File: src/rtl/tsc_mul.sv
// ----------------------------------------------------------------------------
// tsc_mul
// Shared 32 x 32 unsigned multiplier with a registered product. Every
// multiplication of the converter and of the drift trim goes through it.
// ----------------------------------------------------------------------------
module tsc_mul (
   input  logic        clock,
   input  logic [31:0] op_a,
   input  logic [31:0] op_b,
   output logic [63:0] product
);

   logic [63:0] product_ff;

   always_ff @(posedge clock) begin
      product_ff <= {32'd0, op_a} * {32'd0, op_b};
   end

   assign product = product_ff;

endmodule

File: config.mk
export PLATFORM = sky130hd
export DESIGN_NAME = tsc_mul
export DESIGN_NICKNAME = d
export VERILOG_FILES = /design/src/rtl/tsc_mul.sv
export SDC_FILE = /design/constraint.sdc
export NUM_CORES = 2
export LEC_CHECK = 0
export ABC_AREA = 1
export BUFFER_PORTS_ARGS = -buffer_cell sky130_fd_sc_hd__buf_2
export CAP_MARGIN = 20
export CORE_MARGIN = 2
export CORE_UTILIZATION = 55
export CTS_CLUSTER_DIAMETER = 60
export DETAILED_ROUTE_END_ITERATION = 8
export PLACE_DENSITY = 0.72
export RECOVER_POWER = 25
export SLEW_MARGIN = 10
export SYNTH_ARGS = -nofsm -noshare
export SYNTH_HDL_FRONTEND = slang
export SYNTH_SLANG_ARGS = --single-unit
File: constraint.sdc
create_clock -name clock -period 8.91 [get_ports clock]
set_input_delay 1.3365 -clock clock [delete_from_list [all_inputs] [get_ports clock]]
set_output_delay 1.3365 -clock clock [all_outputs]
set_load 0.02 [all_outputs]
# Word level (Yosys, flattened, before mapping)

Cells that the tools add are included.

Multipliers: 1

Operators by type and width:

| kind                         | count |
|---|---|
| multiplier 32 x 32 -> 64 bit | 1 |

Bits in registers: 64
Input bits: 65
Output and inout bits: 64
Logic and storage cells: 2

# Longest topological paths before layout

Word-level depth: 1
Mapped depth: 30
Mapped depth without buffers: 29

# Worst setup path before layout

No wires, ideal clock.

Path type: input-to-reg
From: input op_a[25]
To: register product_ff[60] (netlist: product[60])
Data required time: 8.798 ns
Stages on the path: 26
Buffers on the path: 1
Arrival time: 7.039 ns
Path slack: 1.759 ns
Library setup time: 0.112 ns
Cell sequence: clkbuf_1 -> nand2_1 -> fa_1 -> inv_1 -> fa_1 -> inv_1 -> fa_1 -> inv_1 -> fa_1 -> fa_1 -> fa_1 -> fa_1 -> inv_1 -> fa_1 -> inv_1 -> ha_1 -> nand2_1 -> nand2_1 -> a21oi_1 -> nand2_1 -> nand2_1 -> nand2_1 -> a21oi_1 -> nand2_1 -> nand2_1 -> nand2_1

Longest elaborated chain between the ends: 1

Ends and longest elaborated chain:

| item                         | RTL line | source |
|---|---|---|
| from (decl)                  | 8        | `input logic [31:0] op_a,` |
| multiplier 32 x 32 -> 64 bit | 16       | `product_ff <= {32'd0, op_a} * {32'd0, op_b};` |
| to (signal assigned)         | 16       |  |
| to (decl)                    | 13       | `logic [63:0] product_ff;` |

Every way passes these cells.

# Worst setup path in the final report

From: input op_a[6]
To: register product_ff[32] (netlist: product[32])

The elaborated chain is that of the path after synthesis.

==> flow_metrics.env <==
export IMPL_drv_cap=0
export IMPL_drtIter0Drc=2194
export IMPL_crit_fanout=32
export IMPL_clockBufferDepth=2
export IMPL_hold_buffers=0
export IMPL_grtUsageMet1_pct=37.33
export IMPL_hold_violations=0
export IMPL_routed_wl_mm=95.56
export IMPL_crit_start="op_a[6]"
export IMPL_period_share_pct=89.20
export IMPL_synth_seq_cells=64
export IMPL_core_area_um2=67280
export IMPL_yosysWarningCount=0
export IMPL_holdWs_ns=1.577
export IMPL_cp_depth=23
export IMPL_drcViolationCount=0
export IMPL_cts_tree="built"
export IMPL_cts_htree_levels=3
export IMPL_cp_arrival_ns=8.14
export IMPL_cts_resized=0
export IMPL_slew_headroom_pct=7.109
export IMPL_detail_route_antenna_nets=0
export IMPL_maxSlewViolCount=0
export IMPL_cp_slowest_cell="buf_2"
export IMPL_yosysSeqAreaShare_pct=3.426
export IMPL_dieArea_um2=70100
export IMPL_avgSynthCellArea_um2=7.446
export IMPL_critPathKind="in2reg"
export IMPL_finalCriticalPeriod_ns=7.947
export IMPL_vias=29290
export IMPL_netlist_area_um2=37400
export IMPL_final_nets=6222
export IMPL_setup_tns_ns=0
export IMPL_status="finished clean"
export IMPL_synthCells=5023
export IMPL_grt_util_met2_pct=49.72
export IMPL_drt_pass1_iter_count=5
export IMPL_path_cells="buf_2 -> nand2_1 -> fa_1 -> inv_1 -> fa_1 -> inv_1 -> fa_1 -> inv_1 -> fa_1 -> fa_1 -> fa_1 -> fa_1 -> fa_1 -> ha_1 -> nand2_1 -> nor2_1 -> inv_2 -> nor2_4 -> inv_2 -> o21bai_2 -> inv_1 -> nand2_1 -> xor2_1"
export IMPL_fmax_mhz=125.8
export IMPL_numCtsBuffers=9
export IMPL_antenna_found_initial=5
export IMPL_layout_common_cells="inv_1, nand2_1, fa_1"
export IMPL_place_congestion=0.9571
export IMPL_setup_violations_final=0
export IMPL_grtUsageTotal_pct=28.86
export IMPL_rows=95
export IMPL_largest_reg_flops=64
export IMPL_critPathCapture="product[32]"
export IMPL_endpoint_kind="flip-flop"
export IMPL_rsz0062_at_grt="no"
export IMPL_busiest_layer="met2"
export IMPL_grt_max_degree=33
export IMPL_layout_commonest_cell="inv_1"
export IMPL_io_pins=129
export IMPL_numPortBuffers=128
export IMPL_start_util_pct=55.59
export IMPL_required_ns=9.11
export IMPL_path_clk_slew_ns=0.06
export IMPL_cts_sinks=64
export IMPL_cpPeakStageDelay_ns=0.62
export IMPL_gr_total_overflow=0
export IMPL_drive_gt1_share_pct=4.078
export IMPL_die_x_um=264.8
export IMPL_cp_common_cell="fa_1"
export IMPL_ys_types=23
export IMPL_clock_root_buffer="clkbuf_16"
export IMPL_die_h_um=264.8
export IMPL_synthesis_nets=6247
export IMPL_path_buf_inv=7
export IMPL_fillCellCount=6316
export IMPL_vias_per_cell=4.982
export IMPL_crit_family="adder cells"
export IMPL_post_cts_setup_buffers=0
export IMPL_holdCritPathClass="in2reg"
export IMPL_dp_hpwl_mm=82.27
export IMPL_drt_wirelength_per_cell_um=16.25
export IMPL_use_met3_pct=3.679
export IMPL_grt_pass1_vias=31250
export IMPL_syn_to_final_growth_pct=3.924
export IMPL_worst_setup_path_start_kind="input port"
export IMPL_grt_pass1_wl_mm=160.3
export IMPL_tightest_slew_ns=1.393
## tightest hold or removal path: cells and delay by family
kind	cells	cell delay [ns]
buffers and inverters	2	0.37
and+or+nand+nor	1	0.16
## through the flow
step                utilization, %  area, µm²  cells  worst slack [ns]
detailed placement           57.41      38620   5860            0.6619
global placement             57.41      38620   5860            0.6541
floorplan                        -      37400   5023             1.759
global route                 57.77      38870   5878            0.6372
CTS                          57.83      38900   5876            0.9856
finish                       57.77      38870   5879            0.9626
## final cells by class
type	count	area, µm²	share of cell area [%]
Sequential cell	64	1281	3.296
Clock inverter	7	55.05	0.1416
Antenna cell	3	7.507	0.01931
Timing Repair Buffer	156	808.3	2.080
Inverter	1735	6513	16.76
Clock buffer	9	225.2	0.5794
Tap cell	873	1092	2.810
Multi-Input combinational cell	3032	28890	74.32
## how the worst min path moves through the flow
| stage | startpoint | to | slack, ns | cells past startpoint |
|---|---|---|---|---|
| after detailed placement | product[1] | product[1] | 1.75 | 1 |
| after global routing | op_b[0] | product[0] | 1.61 | 3 |
| final | op_b[0] | product[0] | 1.58 | 3 |
| after CTS | op_b[0] | product[0] | 1.56 | 3 |
| after floorplan | op_b[0] | product[0] | 1.43 | 2 |
| after global placement | product[4] | product[4] | 1.75 | 1 |
## layer usage
metal | wire (µm) | vias up
met5 | 40 | -
met4 | 4021 | 6
met3 | 6437 | 249
met2 | 46950 | 1083
met1 | 38110 | 14390
li1 | - | 13570
## kinds of logic (layout without fill, tap and decap cells)
logic type,Yosys count,after routing,synth area share [%]
fa+ha+maj,1159,1159,56.76
compound gates,57,57,0.8531
simple gates,1781,1781,18.80
flops,64,64,3.426
other cells,0,3,0
buf+inv,1927,1907,19.34
xor+xnor,35,35,0.8196
## synth_stat cells, drive strengths merged
cell / count / area, µm²
a21oi: 43 / 215.2
clkbuf: 192 / 720.7
dfxtp: 64 / 1281
fa: 896 / 17940
ha: 263 / 3291
inv: 1735 / 6512
nand2: 1581 / 5972
nand3: 65 / 370.4
nand4: 16 / 100.1
nor2: 101 / 459.2
nor3: 18 / 131.4
o21ai: 2 / 10.01
o21bai: 12 / 93.84
xnor2: 2 / 17.52
xor2: 33 / 289.0
Power is not shown: default switching activity piles up to over one toggle a cycle in this logic, so the estimate is an artifact.
