`src/rtl/tsc_pkg.sv`:
```
// ----------------------------------------------------------------------------
// tsc_pkg
// Shared types and constants of the counter to nanosecond converter: the
// transaction payloads, the configuration bundle, register indexes and the
// sequencer states.
// ----------------------------------------------------------------------------
package tsc_pkg;

   typedef struct packed {
      logic        cmd;
      logic [63:0] counter_value;
      logic [63:0] reference_ns;
   } req_type;

   typedef struct packed {
      logic [63:0] time_ns;
      logic [31:0] scale_now;
      logic        is_initialized;
   } rsp_type;

   typedef struct packed {
      logic signed [6:0] tsc_shift;
      logic [31:0]       initial_scale;
   } cfg_type;

   // Register index, taken from the word address.
   localparam logic REG_TSC_SHIFT     = 1'b0;
   localparam logic REG_INITIAL_SCALE = 1'b1;

   localparam logic CMD_UPDATE = 1'b0;
   localparam logic CMD_READ   = 1'b1;

   // Error magnitude at or above which the trim clamps to the limit.
   localparam logic [63:0] ERR_SAT_MAG  = 64'd101000;
   localparam logic [6:0]  PPM_LIMIT    = 7'd100;
   // Ceiling of 2^27 / 1000; exact for error magnitudes below the clamp.
   localparam logic [31:0] RECIP_1000   = 32'd134218;
   // Floor of 2^40 / 1000000; the estimate is low by at most one.
   localparam logic [31:0] RECIP_PPM    = 32'd1099511;
   localparam logic [31:0] PPM_DIV      = 32'd1000000;

   typedef enum logic [3:0] {
      ST_IDLE,
      ST_SHIFT,
      ST_MUL_LO,
      ST_MUL_HI,
      ST_ADD,
      ST_DIFF,
      ST_QMUL,
      ST_TMUL,
      ST_EST,
      ST_BACK,
      ST_FIX,
      ST_DONE
   } state_type;

endpackage

```
`src/rtl/tsc_csr.sv`:
```
// ----------------------------------------------------------------------------
// tsc_csr
// Configuration registers behind an APB-style port: the signed pre-shift and
// the initial 0.32 scale. Always ready, no wait states.
// ----------------------------------------------------------------------------
module tsc_csr (
   input  logic               clock,
   input  logic               reset,
   input  logic               psel,
   input  logic               penable,
   input  logic               pwrite,
   input  logic [2:0]         paddr,
   input  logic [31:0]        pwdata,
   output logic [31:0]        prdata,
   output logic               pready,
   output tsc_pkg::cfg_type   cfg
);

   logic signed [6:0] tsc_shift_ff;
   logic [31:0]       initial_scale_ff;
   logic              wr_en;

   assign wr_en  = psel & penable & pwrite;
   assign pready = 1'b1;

   always_ff @(posedge clock) begin
      if (reset) begin
         tsc_shift_ff     <= 7'sd0;
         initial_scale_ff <= 32'd0;
      end else if (wr_en) begin
         unique case (paddr[2])
            tsc_pkg::REG_TSC_SHIFT:     tsc_shift_ff     <= pwdata[6:0];
            tsc_pkg::REG_INITIAL_SCALE: initial_scale_ff <= pwdata;
            default: ;
         endcase
      end
   end

   always_comb begin
      unique case (paddr[2])
         tsc_pkg::REG_TSC_SHIFT:     prdata = 32'(tsc_shift_ff);
         tsc_pkg::REG_INITIAL_SCALE: prdata = initial_scale_ff;
         default:                    prdata = 32'd0;
      endcase
   end

   assign cfg.tsc_shift     = tsc_shift_ff;
   assign cfg.initial_scale = initial_scale_ff;

endmodule

```
`config.mk`:
```
export PLATFORM = sky130hd
export DESIGN_NAME = tsc_csr
export DESIGN_NICKNAME = d
export VERILOG_FILES = /design/src/rtl/tsc_pkg.sv /design/src/rtl/tsc_csr.sv
export SDC_FILE = /design/constraint.sdc
export NUM_CORES = 1
export LEC_CHECK = 0
export ABC_AREA = 0
export BUFFER_PORTS_ARGS = -buffer_cell sky130_fd_sc_hd__clkbuf_2
export CAP_MARGIN = 25
export CELL_PAD_IN_SITES_DETAIL_PLACEMENT = 1
export CELL_PAD_IN_SITES_GLOBAL_PLACEMENT = 1
export CORE_MARGIN = 2
export CORE_UTILIZATION = 30
export DETAILED_ROUTE_END_ITERATION = 16
export GPL_ROUTABILITY_DRIVEN = 1
export PLACE_DENSITY = 0.84
export SYNTH_ARGS = -nofsm -noshare
export SYNTH_HDL_FRONTEND = slang
export SYNTH_SLANG_ARGS = --single-unit
```
`constraint.sdc`:
```
create_clock -name clock -period 1.01 [get_ports clock]
set_input_delay 0.1515 -clock clock [delete_from_list [all_inputs] [get_ports clock]]
set_output_delay 0.1515 -clock clock [all_outputs]
set_load 0.01 [all_outputs]
```
* Yosys cells after proc, flatten, opt, wreduce, memory -nomap -nowiden
Cells that the tools add are included.
** Storage, ports and cells
- Register bits after elaboration :: 39
- Latch bits :: 0
- Bits in writable memories :: 0
- Memory bits (read-only) :: 0
- Bits of input ports :: 40
- Output and inout bits :: 72
- Logic and storage cells :: 8
- Memories kept :: 0
** Operators by class
- $add $sub $neg :: 0
- Multipliers :: 0
- Divide/modulo/power cells :: 0
- $lt $le $gt $ge :: 0
- Eq/ne operators :: 0
- Shift-type cells :: 0
- Multiplexer cells :: 1
- Bitwise gates (word level) :: 3
- Reduce and logical (&&, ||, !) cells :: 2
** Operators with widths (number)
- 32-bit case mux with 2 select lines :: 1
- 2-bit AND reduction :: 2
- 1-bit AND :: 2
- 1-bit NOT :: 1

* Depth between registers and ports, before layout
Gate-level depths: netlist (run 1).
- Depth in word-level cells :: 3
- Depth in mapped cells :: 5
- Mapped depth without buffers :: 2

* Worst setup path before layout (run 1)
OpenSTA, ideal clock, no wires.
- Path type :: reg-to-output
- From :: reg tsc_shift_ff[6]
- To :: out prdata[10]
- Data arrival time :: 0.842 ns
- Required time :: 0.859 ns
- Setup slack :: 0.016 ns
- Stages on the path, launching flop included :: 5
- Path buffers :: 2
- Path through :: dfxtp_1 -> nand2b_1 -> buf_2 -> buf_2 -> nand2_1
** Between the ends
- Word-level cells in the longest chain between the ends :: 1
** Ends and longest elaborated chain
- from (decl) :: line tsc_csr.sv:19 : logic signed [6:0] tsc_shift_ff;
- from (signal assigned) :: line tsc_csr.sv:32 : tsc_pkg::REG_TSC_SHIFT: tsc_shift_ff <= pwdata[6:0];
- 32-bit case mux with 2 select lines :: line tsc_csr.sv:40 : unique case (paddr[2])
- to (decl) :: line tsc_csr.sv:14 : output logic [31:0] prdata,
Every way passes these cells.

* Final worst setup path (run 1)
- From :: reg tsc_shift_ff[6]
- To :: out prdata[17]
The elaborated chain is that of the path after synthesis.

==> run_results.csv, run 1 <==
group,metric,value,unit
drt,drc,0,
setup_path,reg2reg_slack,0.21,ns
timing,min_period,1.25,ns
flow_run,cap_viol_max_count,0,
global_routing,grt_first_pass_wirelength,9390,um
setup_path,critPathKind,"reg -> out",
hold_path,min_to,"initial_scale_ff[30]",
place,numPortBuffers,108,
hold_path,min_from,"pwdata[30]",
status,outcome,"finished with violations",
synthesis,synth_compound_area_share,0,%
die,die_h,86.9,um
synthesis,synth_xor_area_share,0,%
clock_tree,clock_tree.buffer_depth,2,
clock_tree,cts_tree,"built",
die,start_util,30.7,%
drt,wirelength,6390,um
synthesis,synthAdderAreaFrac,0,%
global_routing,track_usage,15.8,%
global_routing,overflow,0,
synthesis,muxShareOfSynthArea,22.2,%
clock_tree,cts_htree_levels,2,
synthesis,ys_top_cells_by_area,"dfxtp_1 (38%), nand2b_1 (22%), mux2i_1 (19%)",
global_routing,grt_pass1_vias,1951,
timing,period_share,124,%
power_and_ir_drop,leakagePower,0.00161,uW
die,fp.dieArea,7560,sq um
setup_path,cp-start-kind,"register",
status,violations,"negative setup slack",
clock_tree,cts_buffers,5,
setup_path,r2r_start,"initial_scale_ff[5]",
drt,avgViaCountPerCell,4.58,
drt,first_iter_violations,38,
synthesis,synth_seq_area_share,37.8,%
place,place_hpwl,4100,um
die,ios,112,
synthesis,syn_avg_cell_area,8.93,sq um
finish,diodes,0,
global_routing,antenna_found_initial,0,
place,place_area,2690,sq um
timing,finalSetupViolCount,34,
setup_path,r2r_cells,3,
setup_path,cp_max_fo,10,
drt,vias,1979,
finish,nets,391,
clock_tree,cts_root_buf,"clkbuf_8",
synthesis,synth_top_family_by_area,"simple AND/OR/NAND/NOR gates",
timing,rsz0062_at_grt,"yes",
clock_tree,clkTransAtPathRegs,0.08,ns
die,die_w,86.9,um
synthesis,synth_cells,231,
drt,post_drt_wl_per_cell,14.8,um
drt,first_pass_iters,4,
hold_path,whs_path_depth,3,
synthesis,synthSimpleGateAreaFrac,32.3,%
synthesis,synth.distinct_cells,14,
die,coreArea,6720,sq um
synthesis,syn_nets,271,
drt,ant_nets,0,
die,fp-row-count,30,
finish,drive_above_1_share,51.1,%
setup_path,critPathArrivalTime,1.10,ns
timing,finClkSkew,0,ns
finish,synthToLayoutAreaGrowth,60.1,%
setup_path,worst_ep_required_time,0.86,ns
hold_path,hp-class,"in -> reg",
finish,finalInstanceArea,3300,sq um
synthesis,synth_warnings,0,
clock_tree,numClockSinks,39,
setup_path,crit_path_end_kind,"output pin",
power_and_ir_drop,power.density,994,nW/um^2
synthesis,ys_ff_latch,39,
power_and_ir_drop,peakVddDrop,0.000428,V
synthesis,synth_area,2060,sq um
synthesis,yosysTopAreaCell,"dfxtp_1",
clock_tree,cts-hold-fix-buffers,0,
timing,final_hold_viol_count,0,
timing,slew_violations,0,
clock_tree,worst_skew_pair.late_latency,0.28,ns
synthesis,yosysTopAreaCellShare,37.8,%
place,place_congestion,0.691,
place,post-place-ws,-0.111,ns
timing,setup_ws,-0.241,ns
timing,fmax,799,MHz
setup_path,r2r-end,"initial_scale_ff[5]",
global_routing,grt_max_degree,37,
state kept, by name (all words and copies together) (netlist names):
name	count
tsc_shift_ff	7
initial_scale_ff	32
where the power goes:
part	leakage [uW]	internal [uW]	switching [uW]
Combinational	0.00123	288	234
Clock	0.0000515	624	539
Sequential	0.000323	1570	26.7
layout make-up:
type,instances,area (sq um)
clock buffer,8,100
fill,785,3420
multi-input combinational,172,1260
sequential,39,801
tap,80,100
timing repair buffer,133,1040
logic make-up after synthesis:
| group | Yosys count |
|---|---|
| buf+inv | 20 |
| mux | 45 |
| simple gates | 126 |
| other cells | 1 |
| flops | 39 |
worst max-delay path, cell delays in order, from the launching register on:
cell,delay (ns)
dfxtp_2,0.36
nand2b_4,0.10
buf_6,0.15
nand2_1,0.06
clkbuf_2,0.14
what timing repair did:
| item | in CTS | in global routing |
|---|---|---|
| setup endpoints to repair | 33 | 46 |
| setup buffers | 11 | 8 |
| cloned | 1 | 0 |
| gates resized for setup | 44 | 82 |
metal layers:
| metal | global-route usage, % | share of wire (%) | vias to the layer above |
|---|---|---|---|
| met5 | 0 | 0 | - |
| met4 | 3.98 | 0.99 | 0 |
| met3 | 4.36 | 5.0 | 6 |
| met2 | 30.0 | 55 | 68 |
| met1 | 17.2 | 39 | 938 |
| li1 | - | - | 967 |
how the worst max path moves through the flow:
stage | from | to | slack (ns)
3_5_place_dp | paddr[2] | prdata[17] | -0.11
5_1_grt | tsc_shift_ff[6] | prdata[17] | -0.31
3_3_place_gp | paddr[2] | prdata[17] | -0.06
2_1_floorplan | tsc_shift_ff[6] | prdata[10] | 0.02
6_report | tsc_shift_ff[6] | prdata[17] | -0.24
4_1_cts | tsc_shift_ff[6] | prdata[17] | -0.27
metrics by stage:
step	power, uW	utilization [%]	hold slack, ns	instances	TNS (ns)
6_report	3280	49.2	0.102	432	-6.83
5_1_grt	3460	49.2	0.0981	432	-8.62
4_1_cts	3290	44.9	0.0947	429	-7.28
3_5_place_dp	2070	40.0	0.406	409	-3.78
3_3_place_gp	2050	40.0	0.394	409	-2.16
2_1_floorplan	1880	-	0.307	231	0
synth_stat cells:
master / count
nand2b_1: 72
nand2_1: 52
dfxtp_1: 39
mux2i_1: 39
buf_2: 7
clkbuf_1: 7
mux2_2: 6
buf_12: 3
and4_4: 1
buf_4: 1
buf_6: 1
buf_8: 1
conb_1: 1
nand4b_1: 1
placed cells by master, fill, tap and decap left out, drive strengths merged:
| master | netlist | routed |
|---|---|---|
| nand2 | 52 | 52 |
| conb | 1 | 1 |
| dfxtp | 39 | 39 |
| mux2i | 39 | 39 |
| nand2b | 72 | 72 |
| clkbuf | 7 | 88 |
| nand4b | 1 | 1 |
| buf | 13 | 53 |
| mux2 | 6 | 6 |
| and4 | 1 | 1 |
Power figures use the tool's default switching activity.
==> run 2: changes to the inputs <==
CORE_UTILIZATION = 31   (was 30)
HOLD_SLACK_MARGIN = 0.02   (was unset)
PLACE_DENSITY = 0.86   (was 0.84)
==> run_results.csv, run 2 (synthesis results as in run 1) <==
group,metric,value,unit
drt,drc,0,
drt,first_iter_violations,55,
clock_tree,cts_root_buf,"clkbuf_8",
place,place_hpwl,4180,um
place,place_area,2690,sq um
drt,wirelength,6620,um
drt,avgViaCountPerCell,4.66,
setup_path,crit_path_end_kind,"output pin",
timing,rsz0062_at_grt,"yes",
die,fp-row-count,29,
setup_path,cp_max_fo,13,
setup_path,worst_ep_required_time,0.86,ns
die,die_h,85.6,um
global_routing,overflow,0,
clock_tree,clkTransAtPathRegs,0.08,ns
clock_tree,numClockSinks,39,
clock_tree,worst_skew_pair.late_latency,0.29,ns
die,die_w,85.6,um
finish,synthToLayoutAreaGrowth,61.5,%
die,start_util,32.3,%
setup_path,critPathArrivalTime,1.16,ns
setup_path,critPathKind,"reg -> out",
power_and_ir_drop,power.density,1050,nW/um^2
finish,post-route-util,52.2,%
finish,layout_commonest_cell,"clkbuf_2",
timing,min_period,1.31,ns
finish,reg_top3,"initial_scale_ff (32), tsc_shift_ff (7)",
timing,setup_ws,-0.298,ns
status,violations,"negative setup slack",
global_routing,grt_max_degree,72,
timing,holdWs,0.0991,ns
hold_path,hp-class,"in -> reg",
drt,first_pass_iters,4,
global_routing,grt_pass1_vias,2049,
finish,mostFrequentLayoutCells,"clkbuf_2 (81), nand2b_1 (71), nand2_1 (39), mux2i_1 (39), buf_6 (36)",
finish,finalInstanceArea,3330,sq um
place,post-place-ws,-0.0630,ns
clock_tree,cts_htree_levels,2,
power_and_ir_drop,total_power,3500,uW
finish,diodes,0,
finish,nets,393,
clock_tree,cts-hold-fix-buffers,0,
clock_tree,cts_tree,"built",
place,place_congestion,0.726,
power_and_ir_drop,peakVddDrop,0.000591,V
drt,post_drt_wl_per_cell,15.4,um
global_routing,track_usage,17.0,%
finish,drive_above_1_share,52.0,%
timing,slew_violations,0,
timing,finalSetupViolCount,33,
drt,ant_nets,0,
place,numPortBuffers,108,
global_routing,grt_first_pass_wirelength,9880,um
clock_tree,cts_buffers,5,
timing,period_share,129,%
die,coreArea,6390,sq um
finish,largest_reg_flops,32,
power_and_ir_drop,leakagePower,0.00163,uW
timing,fmax,765,MHz
global_routing,antenna_found_initial,0,
status,outcome,"finished with violations",
die,fp.dieArea,7320,sq um
setup_path,cp-start-kind,"register",
drt,vias,2007,
timing,final_hold_viol_count,0,
flow_run,cap_viol_max_count,0,
timing,finClkSkew,0,ns
clock_tree,clock_tree.buffer_depth,2,
die,ios,112,
finish,regMostFlops,"initial_scale_ff",
==> run 2: cell count changes in the layout (fill, tap and decap cells not counted), moves of 2 or more <==
cell	before	now
dfxtp_1	23	19
buf_6	40	36
clkbuf_2	79	81
nand2_4	16	12
clkbuf_8	8	6
buf_8	0	4
dfxtp_2	16	19
nand2_1	36	39
==> run 2: metal layers <==
metal / part of all wire (%) / up-vias / track usage (%)
li1: - / 971 / -
met1: 40 / 961 / 19.1
met2: 53 / 71 / 32.2
met3: 6.5 / 4 / 4.23
met4: 0.53 / 0 / 3.46
met5: 0 / - / 0
==> run 2: final cells by class <==
cell class                      count  area [sq um]
Tap cell                           77          96.3
Fill cell                         774          3050
Timing Repair Buffer              135          1080
Multi-Input combinational cell    172          1230
Sequential cell                    39           808
Clock inverter                      2          35.0
Clock buffer                        6          82.6
==> run 2: path summary, 6_finish.rpt <==
path / startpoint / end / slack (ns) / depth (start not counted)
setup reg to reg: tsc_shift_ff[6] / tsc_shift_ff[6] / 0.17 / 4
hold / removal: pwdata[15] / initial_scale_ff[15] / 0.1 / 3
hold reg to reg: initial_scale_ff[31] / initial_scale_ff[31] / 0.49 / 2
setup / recovery: tsc_shift_ff[6] / prdata[15] / -0.30 / 4
==> run 2: report_power, final <==
group / switching, uW / internal, uW / leakage, uW
clock: 574 / 800 / 0.0000612
sequential: 27.7 / 1570 / 0.000326
combinational: 234 / 294 / 0.00125
total: 836 / 2670 / 0.00163
==> run 2: what timing repair did <==
item,in CTS,in global routing
cloned,2,0
endpoints found under the setup margin,33,52
pin swaps,0,0
setup buffers,13,9
resized for setup,39,85
==> run 2: critical path, stage by stage (launching register included) <==
cell	delay, ns
dfxtp_4	0.37
nand2b_4	0.11
buf_16	0.18
nand2_1	0.07
clkbuf_2	0.13
==> run 2: stage by stage <==
step                      TNS, ns  std cells
after floorplan                 0        231
after global placement     -0.126        407
after detailed placement   -0.669        407
after CTS                   -8.09        430
after global routing       -10.03        431
final                       -8.18        431
==> run 3: changes to the inputs <==
==> constraint.sdc (replaced) <==
create_clock -name clock -period 1.01 [get_ports clock]
set_input_delay 0.0505 -clock clock [delete_from_list [all_inputs] [get_ports clock]]
set_output_delay 0.0505 -clock clock [all_outputs]
set_load 0.01 [all_outputs]
==> run_results.csv, run 3 (synthesis results as in run 1) <==
group,metric,value,unit
status,outcome,"finished with violations",
status,violations,"negative setup slack",
finish,diodes,0,
drt,ant_nets,0,
global_routing,track_usage,17.1,%
timing,finalSetupViolCount,33,
clock_tree,cts_root_buf,"clkbuf_8",
setup_path,crit_path_start,"tsc_shift_ff[6]",
power_and_ir_drop,leakagePower,0.00168,uW
finish,finalInstanceArea,3240,sq um
drt,first_pass_iters,4,
place,place_hpwl,4050,um
setup_path,crit_path_end_kind,"output pin",
finish,post-route-util,50.7,%
setup_path,critPathArrivalTime,1.08,ns
die,coreArea,6390,sq um
global_routing,antenna_found_initial,0,
timing,setup_ws,-0.118,ns
drt,first_iter_violations,62,
timing,min_period,1.13,ns
finish,layout_commonest_cell,"clkbuf_2",
power_and_ir_drop,power.density,1080,nW/um^2
clock_tree,cts_buffers,5,
global_routing,grt_first_pass_wirelength,9990,um
timing,fmax,887,MHz
setup_path,critPathKind,"reg -> out",
timing,slew_violations,0,
drt,post_drt_wl_per_cell,14.2,um
finish,mostFrequentLayoutCells,"clkbuf_2 (79), nand2b_1 (71), nand2_1 (51), mux2i_1 (39), dlygate4sd3_1 (28)",
finish,synthToLayoutAreaGrowth,57.1,%
drt,vias,2067,
die,fp-row-count,29,
power_and_ir_drop,peakVddDrop,0.000524,V
finish,nets,417,
timing,rsz0062_at_grt,"yes",
timing,holdWs,0.0304,ns
global_routing,gr-usage-met3,3.85,%
drt,drc,0,
timing,period_share,112,%
clock_tree,worst_skew_pair.late_latency,0.28,ns
clock_tree,clkTransAtPathRegs,0.08,ns
drt,wirelength,6470,um
timing,final_hold_viol_count,0,
clock_tree,cts_tree,"built",
setup_path,worst_ep_required_time,0.96,ns
clock_tree,numClockSinks,39,
place,numPortBuffers,108,
timing,tns,-2.51,ns
global_routing,overflow,0,
hold_path,min_from,"pwdata[26]",
finish,largest_reg_flops,32,
die,die_h,85.6,um
die,start_util,32.3,%
setup_path,cp-start-kind,"register",
die,die_w,85.6,um
finish,regMostFlops,"initial_scale_ff",
global_routing,met1_usage,17.7,%
global_routing,grt_pass1_vias,2158,
setup_path,reg2reg_slack,0.20,ns
place,place_congestion,0.695,
drt,avgViaCountPerCell,4.54,
hold_path,hp-class,"in -> reg",
global_routing,met2_usage,34.0,%
die,fp.dieArea,7320,sq um
finish,reg_top3,"initial_scale_ff (32), tsc_shift_ff (7)",
setup_path,r2r_start,"initial_scale_ff[2]",
flow_run,cap_viol_max_count,0,
place,place_area,2670,sq um
clock_tree,cts_htree_levels,2,
die,ios,112,
finish,drive_above_1_share,42.6,%
global_routing,grt_max_degree,72,
global_routing,busiest_layer,"met2",
timing,finClkSkew,0,ns
setup_path,cp_max_fo,18,
clock_tree,clock_tree.buffer_depth,2,
-- run 3: cell count changes in the layout (fill, tap and decap cells not counted), moves of 7 or more --
cell | before | now
dfxtp_1 | 19 | 26
dlygate4sd3_1 | 0 | 28
buf_2 | 0 | 23
buf_6 | 36 | 7
buf_4 | 7 | 18
nand2_4 | 12 | 0
nand2_1 | 39 | 51
-- run 3: metal layers --
layer	share of wire (%)	wire [um]	vias to the layer above
li1	-	-	1014
met1	40	2570	973
met2	54	3490	74
met3	5.2	333	6
met4	0.97	63	0
met5	0	0	-
-- run 3: final cells by class --
class                   instances  area, sq um
fillers                       793         3150
multi-input cells             172         1140
repair buffers                159         1080
flip-flops and latches         39          797
well taps                      77         96.3
clock buffers                   6         82.6
clock inverters                 2         35.0
-- run 3: path summary, 6_finish.rpt --
kind,endpoint,cells after the start
worst max-delay path,prdata[20],4
worst min-delay path,initial_scale_ff[26],3
worst max register to register,initial_scale_ff[2],4
worst min register to register,initial_scale_ff[24],2
-- run 3: report_power, final --
group	switching (uW)	internal, uW	total, uW
clock	554	800	1350
combinational	235	315	550
sequential	26.3	1570	1600
-- run 3: what timing repair did --
action,4_1_cts,5_1_grt
pin swaps,0,0
hold buffers,28,0
buffers inserted,12,1
cloned,0,0
setup endpoints to repair,32,32
resized for setup,17,36
endpoints found under the hold margin,30,0
-- run 3: per-stage QoR --
stage,power (uW),setup slack [ns],std cells
floorplan,1880,0.117,231
global placement,2050,0.127,406
detailed placement,2070,0.0661,406
CTS,3540,-0.119,454
global route,3680,-0.166,455
finish,3500,-0.118,455
-- run 3: critical path: stages (launching register included) --
cell and delay, ns:
dfxtp_2 0.34, nand2b_4 0.08, buf_12 0.15, nand2_1 0.07, buf_2 0.14
